<file path="config.mk">
export PLATFORM = sky130hd
export DESIGN_NAME = bnss_inv_root
export DESIGN_NICKNAME = d
export VERILOG_FILES = /design/src/hdl/bnss_pkg.sv /design/src/hdl/bnss_inv_root.sv
export VERILOG_INCLUDE_DIRS = /design/src /design/src/hdl
export SDC_FILE = /design/constraint.sdc
export NUM_CORES = 1
export LEC_CHECK = 0
export BUFFER_PORTS_ARGS = -buffer_cell sky130_fd_sc_hd__buf_2
export CORE_MARGIN = 2
export CORE_UTILIZATION = 50
export DETAILED_ROUTE_END_ITERATION = 12
export GPL_ROUTABILITY_DRIVEN = 0
export MAX_ROUTING_LAYER = met4
export PLACE_DENSITY_LB_ADDON = 0.15
export REMOVE_ABC_BUFFERS = 1
export SETUP_SLACK_MARGIN = 0.1
export SLEW_MARGIN = 20
export SYNTH_ARGS = -nofsm -noshare
export SYNTH_HDL_FRONTEND = slang
export SYNTH_SLANG_ARGS = --single-unit
</file>
<file path="constraint.sdc">
create_clock -name clk -period 6.17 [get_ports clk]
set_clock_uncertainty 0.2 [all_clocks]
set_input_delay 1.234 -clock clk [delete_from_list [all_inputs] [get_ports clk]]
set_output_delay 1.234 -clock clk [all_outputs]
set_load 0.03 [all_outputs]
</file>
<file path="src/hdl/batchnorm_inference_scale_shift_macros.svh">
// Assertion macros shared by the batch normalization scale/shift block
`ifndef BATCHNORM_INFERENCE_SCALE_SHIFT_MACROS_SVH
`define BATCHNORM_INFERENCE_SCALE_SHIFT_MACROS_SVH
`ifndef ASSERT_OFF
`define BNSS_ASSERT(lbl, clk, rst_n, prop) \
	lbl: assert property (@(posedge clk) disable iff (!rst_n) prop) \
		else $error("bnss assertion failed");
`define BNSS_NEVER(lbl, clk, rst_n, cond) \
	lbl: assert property (@(posedge clk) disable iff (!rst_n) !(cond)) \
		else $error("bnss forbidden condition");
`else
`define BNSS_ASSERT(lbl, clk, rst_n, prop)
`define BNSS_NEVER(lbl, clk, rst_n, cond)
`endif
`endif

</file>
<file path="src/hdl/bnss_pkg.sv">
// Shared constants and types of the batch normalization scale/shift block
package bnss_pkg;
	localparam int D_W         = 25;
	localparam int QUOT_W      = 50;
	localparam int NUM_MSB     = 48;
	localparam int ROOT_W      = 25;
	localparam int SREM_W      = ROOT_W + 3;
	localparam int SCALE_W     = 41;
	localparam int SCALE_FRAC  = 28;
	localparam int DIFF_W      = 17;
	localparam int SPLIT       = 21;
	localparam int PROD_W      = DIFF_W + SCALE_W;
	localparam int Q_W         = PROD_W - SCALE_FRAC;
	localparam int SUM_W       = Q_W + 1;
	localparam int CFG_IDX_W   = 1;

	localparam logic signed [15:0] GAMMA_ONE = 16'sd4096;
	localparam logic ACT_LOAD   = 1'b0;
	localparam logic ACT_SAMPLE = 1'b1;
	localparam logic [CFG_IDX_W-1:0] REG_EPSILON = 1'b0;
	localparam logic [CFG_IDX_W-1:0] REG_AFFINE  = 1'b1;

	typedef struct packed {
		logic        valid;
		logic        in_range;
		logic [7:0]  channel;
		logic signed [15:0] sample;
	} smp_req_t;

	typedef struct packed {
		logic signed [15:0]        mean;
		logic signed [SCALE_W-1:0] scale;
		logic signed [15:0]        offset;
	} entry_t;

	typedef struct packed {
		logic       en;
		logic [7:0] channel;
		entry_t     data;
	} mem_wr_t;

	typedef struct packed {
		logic           start;
		logic [D_W-1:0] denom;
	} root_req_t;

	typedef struct packed {
		logic              done;
		logic [ROOT_W-1:0] root;
	} root_rsp_t;
endpackage

</file>
<file path="src/hdl/bnss_inv_root.sv">
// Iterative inverse square root: 2^48 / d by restoring division, then bitwise integer root
`include "batchnorm_inference_scale_shift_macros.svh"
module bnss_inv_root (
	input  logic                clk,
	input  logic                arst_n,
	input  bnss_pkg::root_req_t req,
	output bnss_pkg::root_rsp_t rsp
);
	import bnss_pkg::*;

	localparam logic [1:0] ST_IDLE = 2'd0;
	localparam logic [1:0] ST_DIV  = 2'd1;
	localparam logic [1:0] ST_SQRT = 2'd2;

	logic [1:0]        state_q;
	logic [5:0]        cnt_q;
	logic              done_q;
	logic [D_W-1:0]    den_q;
	logic [D_W-1:0]    drem_q;
	logic [QUOT_W-1:0] quot_q;
	logic [ROOT_W-1:0] root_q;
	logic [SREM_W-1:0] srem_q;

	logic [D_W:0]      dshift;
	logic              dge;
	logic [D_W:0]      dnext;
	logic [SREM_W-1:0] sshift;
	logic [SREM_W-1:0] strial;
	logic              sge;
	logic [SREM_W-1:0] snext;

	always_comb begin
		dshift = {drem_q, (cnt_q == 6'(NUM_MSB)) && (state_q == ST_DIV)};
		dge    = dshift >= {1'b0, den_q};
		dnext  = dge ? (dshift - {1'b0, den_q}) : dshift;
		sshift = {srem_q[ROOT_W:0], quot_q[QUOT_W-1 -: 2]};
		strial = {1'b0, root_q, 2'b01};
		sge    = sshift >= strial;
		snext  = sge ? (sshift - strial) : sshift;
	end

	always_ff @(posedge clk or negedge arst_n) begin
		if (!arst_n) begin
			state_q <= ST_IDLE;
			cnt_q   <= '0;
			done_q  <= 1'b0;
		end else begin
			done_q <= 1'b0;
			unique case (state_q)
				ST_IDLE: begin
					if (req.start) begin
						state_q <= ST_DIV;
						cnt_q   <= 6'(NUM_MSB);
					end
				end
				ST_DIV: begin
					if (cnt_q == '0) begin
						state_q <= ST_SQRT;
						cnt_q   <= 6'(ROOT_W - 1);
					end else begin
						cnt_q <= cnt_q - 6'd1;
					end
				end
				ST_SQRT: begin
					if (cnt_q == '0) begin
						state_q <= ST_IDLE;
						done_q  <= 1'b1;
					end else begin
						cnt_q <= cnt_q - 6'd1;
					end
				end
				default: begin
					state_q <= ST_IDLE;
				end
			endcase
		end
	end

	always_ff @(posedge clk) begin
		case (state_q)
			ST_IDLE: begin
				den_q  <= (req.denom == '0) ? D_W'(1) : req.denom;
				drem_q <= '0;
				quot_q <= '0;
				root_q <= '0;
				srem_q <= '0;
			end
			ST_DIV: begin
				drem_q <= dnext[D_W-1:0];
				quot_q <= {quot_q[QUOT_W-2:0], dge};
			end
			ST_SQRT: begin
				srem_q <= snext;
				root_q <= {root_q[ROOT_W-2:0], sge};
				quot_q <= {quot_q[QUOT_W-3:0], 2'b00};
			end
			default: begin
				quot_q <= quot_q;
			end
		endcase
	end

	assign rsp.done = done_q;
	assign rsp.root = root_q;

	`BNSS_ASSERT(a_done_after_sqrt, clk, arst_n, rsp.done |-> $past(state_q == ST_SQRT))
	`BNSS_ASSERT(a_start_when_idle, clk, arst_n, req.start |-> (state_q == ST_IDLE))
endmodule

</file>
Word level (Yosys, flattened, before mapping)
Index checks and enable logic that the tools add are counted.
{"block": "totals", "register_bits": 160, "output_inout_bits": 26}
{"block": "op_classes", "n_reduce_logical": 9, "order_cmp": 2, "n_eq_ne": 7, "n_addsub": 3, "muxes": 16}
{"op": "$pmux 50 s3", "count": 1}
{"op": "$pmux 25 s2", "count": 2}
{"op": "$pmux 26 s2", "count": 1}
{"op": "$ge 28x27->1", "count": 1}
{"op": "$ge 26x25->1", "count": 1}
{"op": "$mux 26", "count": 1}
{"op": "$sub 26x26->26", "count": 1}
{"op": "$logic_not 25->1", "count": 1}
{"op": "$mux 25", "count": 1}
{"op": "$sub 25x25->25", "count": 1}
{"op": "$mux 6", "count": 3}
{"op": "$pmux 6 s3", "count": 1}
{"op": "$eq 6x6->1 const B", "count": 1}
{"op": "$logic_not 6->1", "count": 1}
{"op": "$mux 2", "count": 3}
{"op": "$ne 2x2->1 const B", "count": 3}
{"op": "$pmux 2 s3", "count": 1}
{"op": "$reduce_and 3->1", "count": 2}
{"op": "$sub 6x1->6 const B", "count": 1}
{"op": "$reduce_bool 2->1", "count": 2}
{"op": "$reduce_bool 3->1", "count": 1}
{"op": "$eq 2x1->1 const B", "count": 1}
{"op": "$eq 2x2->1 const B", "count": 1}
{"op": "$logic_not 2->1", "count": 1}
{"op": "other kinds (3)", "count": 4}

Longest topological paths before layout
Gate-level depths: netlist of the first run.
{"block": "depth", "word_depth": 5, "depth_mapped": 18}

Worst setup path before layout of the first run
Ideal clock, no wire load.
{"block": "synth_timing", "path_kind": "register -> register", "from": "reg state_q[1]", "to": "reg drem_q[13] (data pin)", "slack_ns": 2.345, "path_stages_with_launch": 18, "required_time_ns": 5.694, "arrival_ns": 3.349, "n_path_buf": 2, "cell_sequence": "dfrtp_1 -> inv_1 -> ha_1 -> clkbuf_1 -> nand3_1 -> nor2_1 -> inv_1 -> ha_1 -> fa_1 -> nor2b_1 -> o31a_1 -> o22a_2 -> a311o_1 -> nand4_2 -> a31oi_4 -> a21o_1 -> buf_2 -> a211oi_2"}
{"block": "synth_via", "elab_chain_len": 5, "word_cells_on_any_way": 7, "cone_classes": "add/sub (1); order compare (1); eq/ne (1); mux (2); reduce/logical (2)"}
{"element": "start: declaration", "line_no": "bnss_inv_root.sv:15", "text": "logic [1:0] state_q;"}
{"element": "start signal: assignment", "line_no": "bnss_inv_root.sv:44", "text": "state_q <= ST_IDLE;"}
{"element": "start signal: assignment", "line_no": "bnss_inv_root.sv:52", "text": "state_q <= ST_DIV;"}
{"element": "start signal: assignment", "line_no": "bnss_inv_root.sv:58", "text": "state_q <= ST_SQRT;"}
{"element": "$eq 2x1->1", "line_no": "bnss_inv_root.sv:33, bnss_inv_root.sv:80"}
{"element": "$logic_and 1x1->1", "line_no": "bnss_inv_root.sv:33", "text": "dshift = {drem_q, (cnt_q == 6'(NUM_MSB)) && (state_q == ST_DIV)};"}
{"element": "$sub 25x25->25 or $ge 26x25->1 (tied branches)", "line_no": "bnss_inv_root.sv:35, bnss_inv_root.sv:34"}
{"element": "$mux 25", "line_no": "bnss_inv_root.sv:35", "text": "dnext = dge ? (dshift - {1'b0, den_q}) : dshift;"}
{"element": "$pmux 25 s2 (*)", "line_no": "bnss_inv_root.sv:80", "text": "case (state_q)"}
{"element": "end signal: assignment", "line_no": "bnss_inv_root.sv:89", "text": "drem_q <= dnext[D_W-1:0];"}
{"element": "end: declaration", "line_no": "bnss_inv_root.sv:19", "text": "logic [D_W-1:0] drem_q;"}
Every way passes the cells marked *; elsewhere a longest branch is shown, timed or not.
A chain may end at the register's enable or synchronous reset.

Final worst setup path of the first run
Same ends and word-level chain as after synthesis.

==> out/results.tsv, run 1 <==
metric	value	unit
WL per Instance	16.3	um
top cells by area, synth	edfxtp_1 47%, ha_1 7.6%, a22o_1 4.6%, nor2_1 4.0%, a21oi_1 3.0%	
worst reg2reg endpoint	drem_q[13]	
Hold Crit Start	cnt_q[3]	
Avg Synthesized Cell Area	10.5	um2
first-pass GRT wire length	31200	um
Critical Path RT	6.23	ns
antenna fix cells	0	
sequential area share after synthesis	49.8	%
die width	142	um
top cell type by total area after synthesis	edfxtp_1	
footprint of the multi-input gates	4270	um2
starting density of the core	51.1	%
final period utilization	80.9	%
Arr. time, crit path	5.05	ns
CP endpoint kind	register	
CP Launch Type	register	
unrepaired setup endpoints after global routing	false	
status	complete, no violations	
Cell Area, Synth	9560	um2
PostCTS Resize Cnt	0	
setup_tns	0	ns
fill count	1607	
Total Wirelength	19100	um
FF/Latch Area	4760	um2
Global Route Usage Sum	20.0	%
Compound-Gate Fraction of Synth Area	18.5	%
CTS Buf Count	17	
Gate Count Post-Synth	910	
slew at the pin closest to its max-slew limit	1.01	ns
layout cell share with drive strength beyond 1	11.5	%
largest stage delay on the critical path	0.59	ns
Reg2Reg Depth	17	
worst reg-to-reg setup slack	1.18	ns
fin. max-slew vios	0	
core area	18700	um2
worst setup path category	register to register	
Slew headroom	32.3	%
Synth cell types	72	
remaining antenna violation count	0	
CP startpoint	state_q[1]	
first drt pass iteration count	5	
H-tree lvl count	4	
Clock transition at path regs	0.07	ns
clock buffer depth	2	
total grt overflow	0	
vias in the first global route	6281	
post-synthesis mux area share	2.42	%
routed via count	6774	
Async S/R FF share, synth	5.63	%
setup bufs post-CTS	0	
Die Area	20200	um2
min Tclk post-route	4.99	ns
post-synth top area share	47.4	%
# port buffers	53	
hold buffers post-CTS	0	
root buffer cell	clkbuf_16	
initial antenna violation count	0	
Main synth FF type	edfxtp_1	
Yosys reg bits	160	
Rows	50	
dpl hpwl	12900	um
final setup vio count	0	
worst hold path class	register to register	
clk sinks	160	
IO Count	54	
Via-to-Cell Ratio	5.79	
Post-Synth Simple-Gate Area	12.3	%
1st-iter DRT viols	445	
clk_lat worst skew	0.43	ns
Hold Fails Final Rpt	0	
Reg-to-Reg Start	state_q[1]	
CTS tree	yes	
cell type of the slowest stage on the worst timing path	ha_1	
Max Cap Viol	0	
number of flops mapped to enable cells by yosys	151	
Ys Warns	0	
adder-cell share of the synthesized area	7.80	%
Synth Area in XOR/XNOR	3.57	%
CP cell instances	inv_1 -> ha_1 -> nand3_1 -> nor2_1 -> inv_1 -> ha_1 -> fa_1 -> nor2b_1 -> o31a_1 -> o22a_2 -> a311o_1 -> nand4_2 -> a31oi_4 -> a21o_1 -> buf_4 -> nor2_1 -> a211oi_2	
Min-Delay Endpoint	cnt_q[3]	
largest family of logic cells by synthesized area	compound AO/OA/AOI/OAI gates	
CP Max Fanout	22	
fmax	200	MHz
Nets	1010	
pin count of the biggest net entering global routing	52	
# DRC	0	
Die H	142	um
Area Overhead vs Synth	9.60	%
Hold Path Cell Cnt	2	
==> synthesized netlist by cell type (all sizes together) (10+ instances only) <==
cell type	n
edfxtp	151
nor2	101
inv	73
a21oi	59
ha	58
clkbuf	56
nand2	52
a22o	50
xnor2	31
o21ai	30
a21o	26
mux2i	22
nand3	19
a211oi	15
nor2b	12
nor4	11
o21a	11
nand4	10
==> worst max-delay path: cells and delay by family (launching register included) <==
family	cells	cell delay (ns)
DFF	1	0.41
AOI/OAI and AO/OA	6	1.73
buffers and inverters	3	0.52
and+or+nand+nor	5	0.75
adders and majority gates	3	1.22
==> metal layers <==
layer | part of all wire, % | wire, um | track usage [%] | vias up
met2 | 46 | 8760 | 30.1 | 145
met1 | 49 | 9440 | 27.9 | 3244
met5 | 0 | 0 | - | -
met3 | 3.2 | 609 | 2.83 | 25
li1 | - | - | - | 3360
met4 | 1.7 | 321 | 6.84 | 0
==> cells by family (layout without fill, tap and decap cells) <==
family | count (synthesis) | in the layout
xor gates and xnor gates | 39 | 39
muxes | 23 | 23
adders and majority gates | 59 | 59
and+or+nand+nor | 249 | 249
AOI/OAI and AO/OA | 242 | 242
buffers and inverters | 138 | 164
DFF | 160 | 160
==> how the worst max path moves through the flow <==
stage                       to  cells past startpoint
floorplan           drem_q[13]                     16
global placement    drem_q[15]                     17
detailed placement  drem_q[16]                     17
CTS                 drem_q[13]                     17
global route        drem_q[13]                     17
finish              drem_q[13]                     17
==> placed cells by master (no fill, tap or decap), drive strengths merged, types with 5 or more instances in the layout <==
master / count
a211oi: 15
a21o: 26
a21oi: 59
a22o: 50
a31oi: 5
and3: 7
buf: 59
clkbuf: 26
dfrtp: 9
edfxtp: 151
ha: 58
inv: 78
mux2i: 22
nand2: 52
nand3: 19
nand4: 10
nor2: 101
nor2b: 12
nor3: 9
nor4: 11
o21a: 11
o21ai: 30
o21bai: 6
or3: 5
xnor2: 31
xor2: 8
==> final cells by class <==
type | instances | share of cell area [%]
Clock inverter | 6 | 0.394
Clock buffer | 26 | 5.08
Inverter | 73 | 2.62
Timing Repair Buffer | 59 | 2.96
Sequential cell | 160 | 45.4
Tap cell | 234 | 2.80
Multi-Input combinational cell | 612 | 40.7
==> registers in the layout, summed over array words and instances (netlist names) <==
| signal | count |
|---|---|
| drem_q | 25 |
| quot_q | 50 |
| state_q | 2 |
| done_q | 1 |
| srem_q | 26 |
| den_q | 25 |
| cnt_q | 6 |
| root_q | 25 |
==> through the flow <==
stage	hold WS, ns	worst slack [ns]	util, %	area, um2	cells
2_1_floorplan	0.272	1.96	-	9290	845
3_3_place_gp	0.299	1.43	52.9	9900	1138
3_5_place_dp	0.303	1.21	52.9	9900	1138
4_1_cts	0.314	1.15	56.0	10500	1170
5_1_grt	0.343	0.711	56.0	10500	1170
6_report	0.311	1.18	56.0	10500	1170
Power of run 1 is left out: the tool's default activity adds up to more than one toggle a clock period on the data nets, which glitch-free logic cannot reach.
==> inputs of run 2 (changes only) <==
--- a/config.mk
+++ b/config.mk
@@ -6,6 +6,7 @@
 export SDC_FILE = /design/constraint.sdc
 export NUM_CORES = 1
 export LEC_CHECK = 0
+export ABC_AREA = 1
 export BUFFER_PORTS_ARGS = -buffer_cell sky130_fd_sc_hd__buf_2
 export CORE_MARGIN = 2
 export CORE_UTILIZATION = 50
==> constraint.sdc (replaced) <==
create_clock -name clk -period 5 [get_ports clk]
set_clock_uncertainty 0.2 [all_clocks]
set_input_delay 1 -clock clk [delete_from_list [all_inputs] [get_ports clk]]
set_output_delay 1 -clock clk [all_outputs]
set_load 0.03 [all_outputs]
==> run 2 against run 1 <==
  * Routed wire length is 29% higher
  * Critical path depth is 2 lower
  * Non-clock buffer count is 1 higher
  * Via count is 33% higher
  * Synthesized area is 16% higher
  * Utilization is 0.65 points lower
  * Synthesized cell count is 64% higher
  * Highest routed layer unchanged
==> out/results.tsv, run 2 <==
metric	value	unit	change
commonest non-fill, non-tap cell in the layout	nand2_1		
initial antenna violation count	0		unchanged
Slew headroom	33.7	%	+1.3 points
status	complete, no violations		
Finished Layout Cells	1809		+55%
total grt overflow	0		unchanged
vias in the first global route	8310		+32%
Total Wirelength	24600	um	+29%
H-tree lvl count	4		unchanged
Avg Synthesized Cell Area	7.41	um2	-29%
Yosys reg bits	160		unchanged
clk sinks	160		unchanged
Rows	54		+8.0%
Die Area	23300	um2	+15%
final period utilization	78.2	%	-2.7 points
Main synth FF type	edfxtp_1		
CP startpoint	state_q[1]		
layout cell share with drive strength beyond 1	8.44	%	-3.1 points
largest register by flop count	quot_q		
clock buffer depth	2		unchanged
fin area	12000	um2	+15%
top flop regs	quot_q: 50 flops, srem_q: 26 flops		
setup_tns	0	ns	unchanged
Synth cell types	42		-42%
CP endpoint kind	register		
Ys Warns	0		unchanged
DP Worst Slack	1.14	ns	-0.0642 ns
top cells by area, synth	edfxtp_1 41%, nand2_1 16%, inv_1 11%, ha_1 6.6%, nor2_1 5.5%		
number of flops mapped to enable cells by yosys	151		unchanged
starting density of the core	50.8	%	-0.31 points
Area Overhead vs Synth	8.99	%	
worst hold path class	input pin to async pin		
Async S/R FF share, synth	5.63	%	unchanged
Reg-to-Reg Start	state_q[1]		
1st-iter DRT viols	700		+57%
post-route setup slack	1.09	ns	-0.0892 ns
fmax	256	MHz	+28%
CP Launch Type	register		
pin count of the biggest net entering global routing	56		+7.7%
die width	153	um	+7.3%
unrepaired setup endpoints after global routing	false		
Nets	1603		+59%
Hold Fails Final Rpt	0		unchanged
most frequent cells in the layout	467 x nand2_1, 319 x inv_1, 162 x nor2_1		
PostCTS Resize Cnt	0		unchanged
placed insts	1777		+56%
CTS tree	yes		
Max Cap Viol	0		unchanged
Gate Count Post-Synth	1492		+64%
post-synth top area share	41.0	%	-6.4 points
Die H	153	um	+7.3%
Via-to-Cell Ratio	5.00		-14%
most instantiated cells after synthesis	468 x nand2_1, 320 x inv_1, 162 x nor2_1		
routed via count	9037		+33%
clk_lat worst skew	0.44	ns	about the same
top cell type by total area after synthesis	edfxtp_1		
Clock transition at path regs	0.08	ns	about the same
core area	21800	um2	+16%
count leader, synth	nand2_1		
remaining antenna violation count	0		unchanged
CTS Buf Count	17		unchanged
area post-placement	11400	um2	+15%
# DRC	0		unchanged
slew at the pin closest to its max-slew limit	0.994	ns	-0.0199 ns
min Tclk post-route	3.91	ns	-1.08 ns
IO Count	54		unchanged
Arr. time, crit path	3.91	ns	-1.14 ns
worst setup path category	register to register		
antenna fix cells	0		unchanged
WL per Instance	13.6	um	-17%
sequential area share after synthesis	43.1	%	-6.7 points
worst reg-to-reg setup slack	1.09	ns	-0.09 ns
hold buffers post-CTS	0		unchanged
# port buffers	53		unchanged
first-pass GRT wire length	40700	um	+31%
first drt pass iteration count	5		unchanged
root buffer cell	clkbuf_16		
CP Max Fanout	33		+50%
worst reg2reg endpoint	drem_q[18]		
Global Route Usage Sum	22.2	%	+2.2 points
fin. max-slew vios	0		unchanged
Cell Area, Synth	11000	um2	+16%
setup bufs post-CTS	0		unchanged
dpl hpwl	17900	um	+39%
final setup vio count	0		unchanged
Critical Path RT	5.00	ns	-1.23 ns
Reg2Reg Depth	15		-2
flip-flop count of the largest register after layout	50		unchanged
[run 2: final cells by class]
cell class | instances | area, um2
multi-input cells | 949 | 4770
well taps | 280 | 350
repair buffers | 60 | 318
fillers | 2083 | 9710
clock inverters | 15 | 184
flip-flops and latches | 160 | 4760
inverters | 328 | 1230
clock buffers | 17 | 425
[run 2: logic make-up after synthesis]
logic type / synth area share, %
adder cells (fa/ha/maj): 6.75
AO/OA/AOI/OAI: 6.10
buffers and inverters: 13.8
XOR/XNOR: 1.74
AND/OR/NAND/NOR: 28.6
flip-flops: 43.1
[run 2: worst max path at each step]
| stage | end | slack (ns) | cells past startpoint |
|---|---|---|---|
| 2_1_floorplan | drem_q[17] | 1.24 | 15 |
| 6_report | drem_q[18] | 1.09 | 15 |
| 5_1_grt | drem_q[24] | 0.75 | 15 |
| 3_5_place_dp | drem_q[18] | 1.14 | 15 |
| 4_1_cts | drem_q[17] | 1.11 | 15 |
| 3_3_place_gp | drem_q[24] | 1.29 | 15 |
[run 2: critical path: stages, from the launching register on]
cell and delay (ns):
dfrtp_1 0.42, inv_1 0.09, ha_1 0.16, inv_1 0.09
nor4_1 0.52, inv_1 0.09, ha_1 0.24, fa_1 0.41
inv_1 0.10, nand4_1 0.09, nand3b_1 0.17, nand2_2 0.23
nand3_4 0.42, inv_1 0.23, nor2_1 0.17, nor2_1 0.05
[run 2: metrics by stage]
stage / hold slack (ns) / util, %
finish: 0.204 / 55.4
global route: 0.207 / 55.4
CTS: 0.195 / 55.4
detailed placement: 0.315 / 52.6
global placement: 0.309 / 52.6
floorplan: 0.280 / -
[run 2: layer usage]
metal  track usage, %  share of wire, %
met5                -                 0
met3             4.12               5.2
met4             5.42               1.3
met1             31.8                51
met2             32.7                43
Power of run 2 is left out for the same reason.
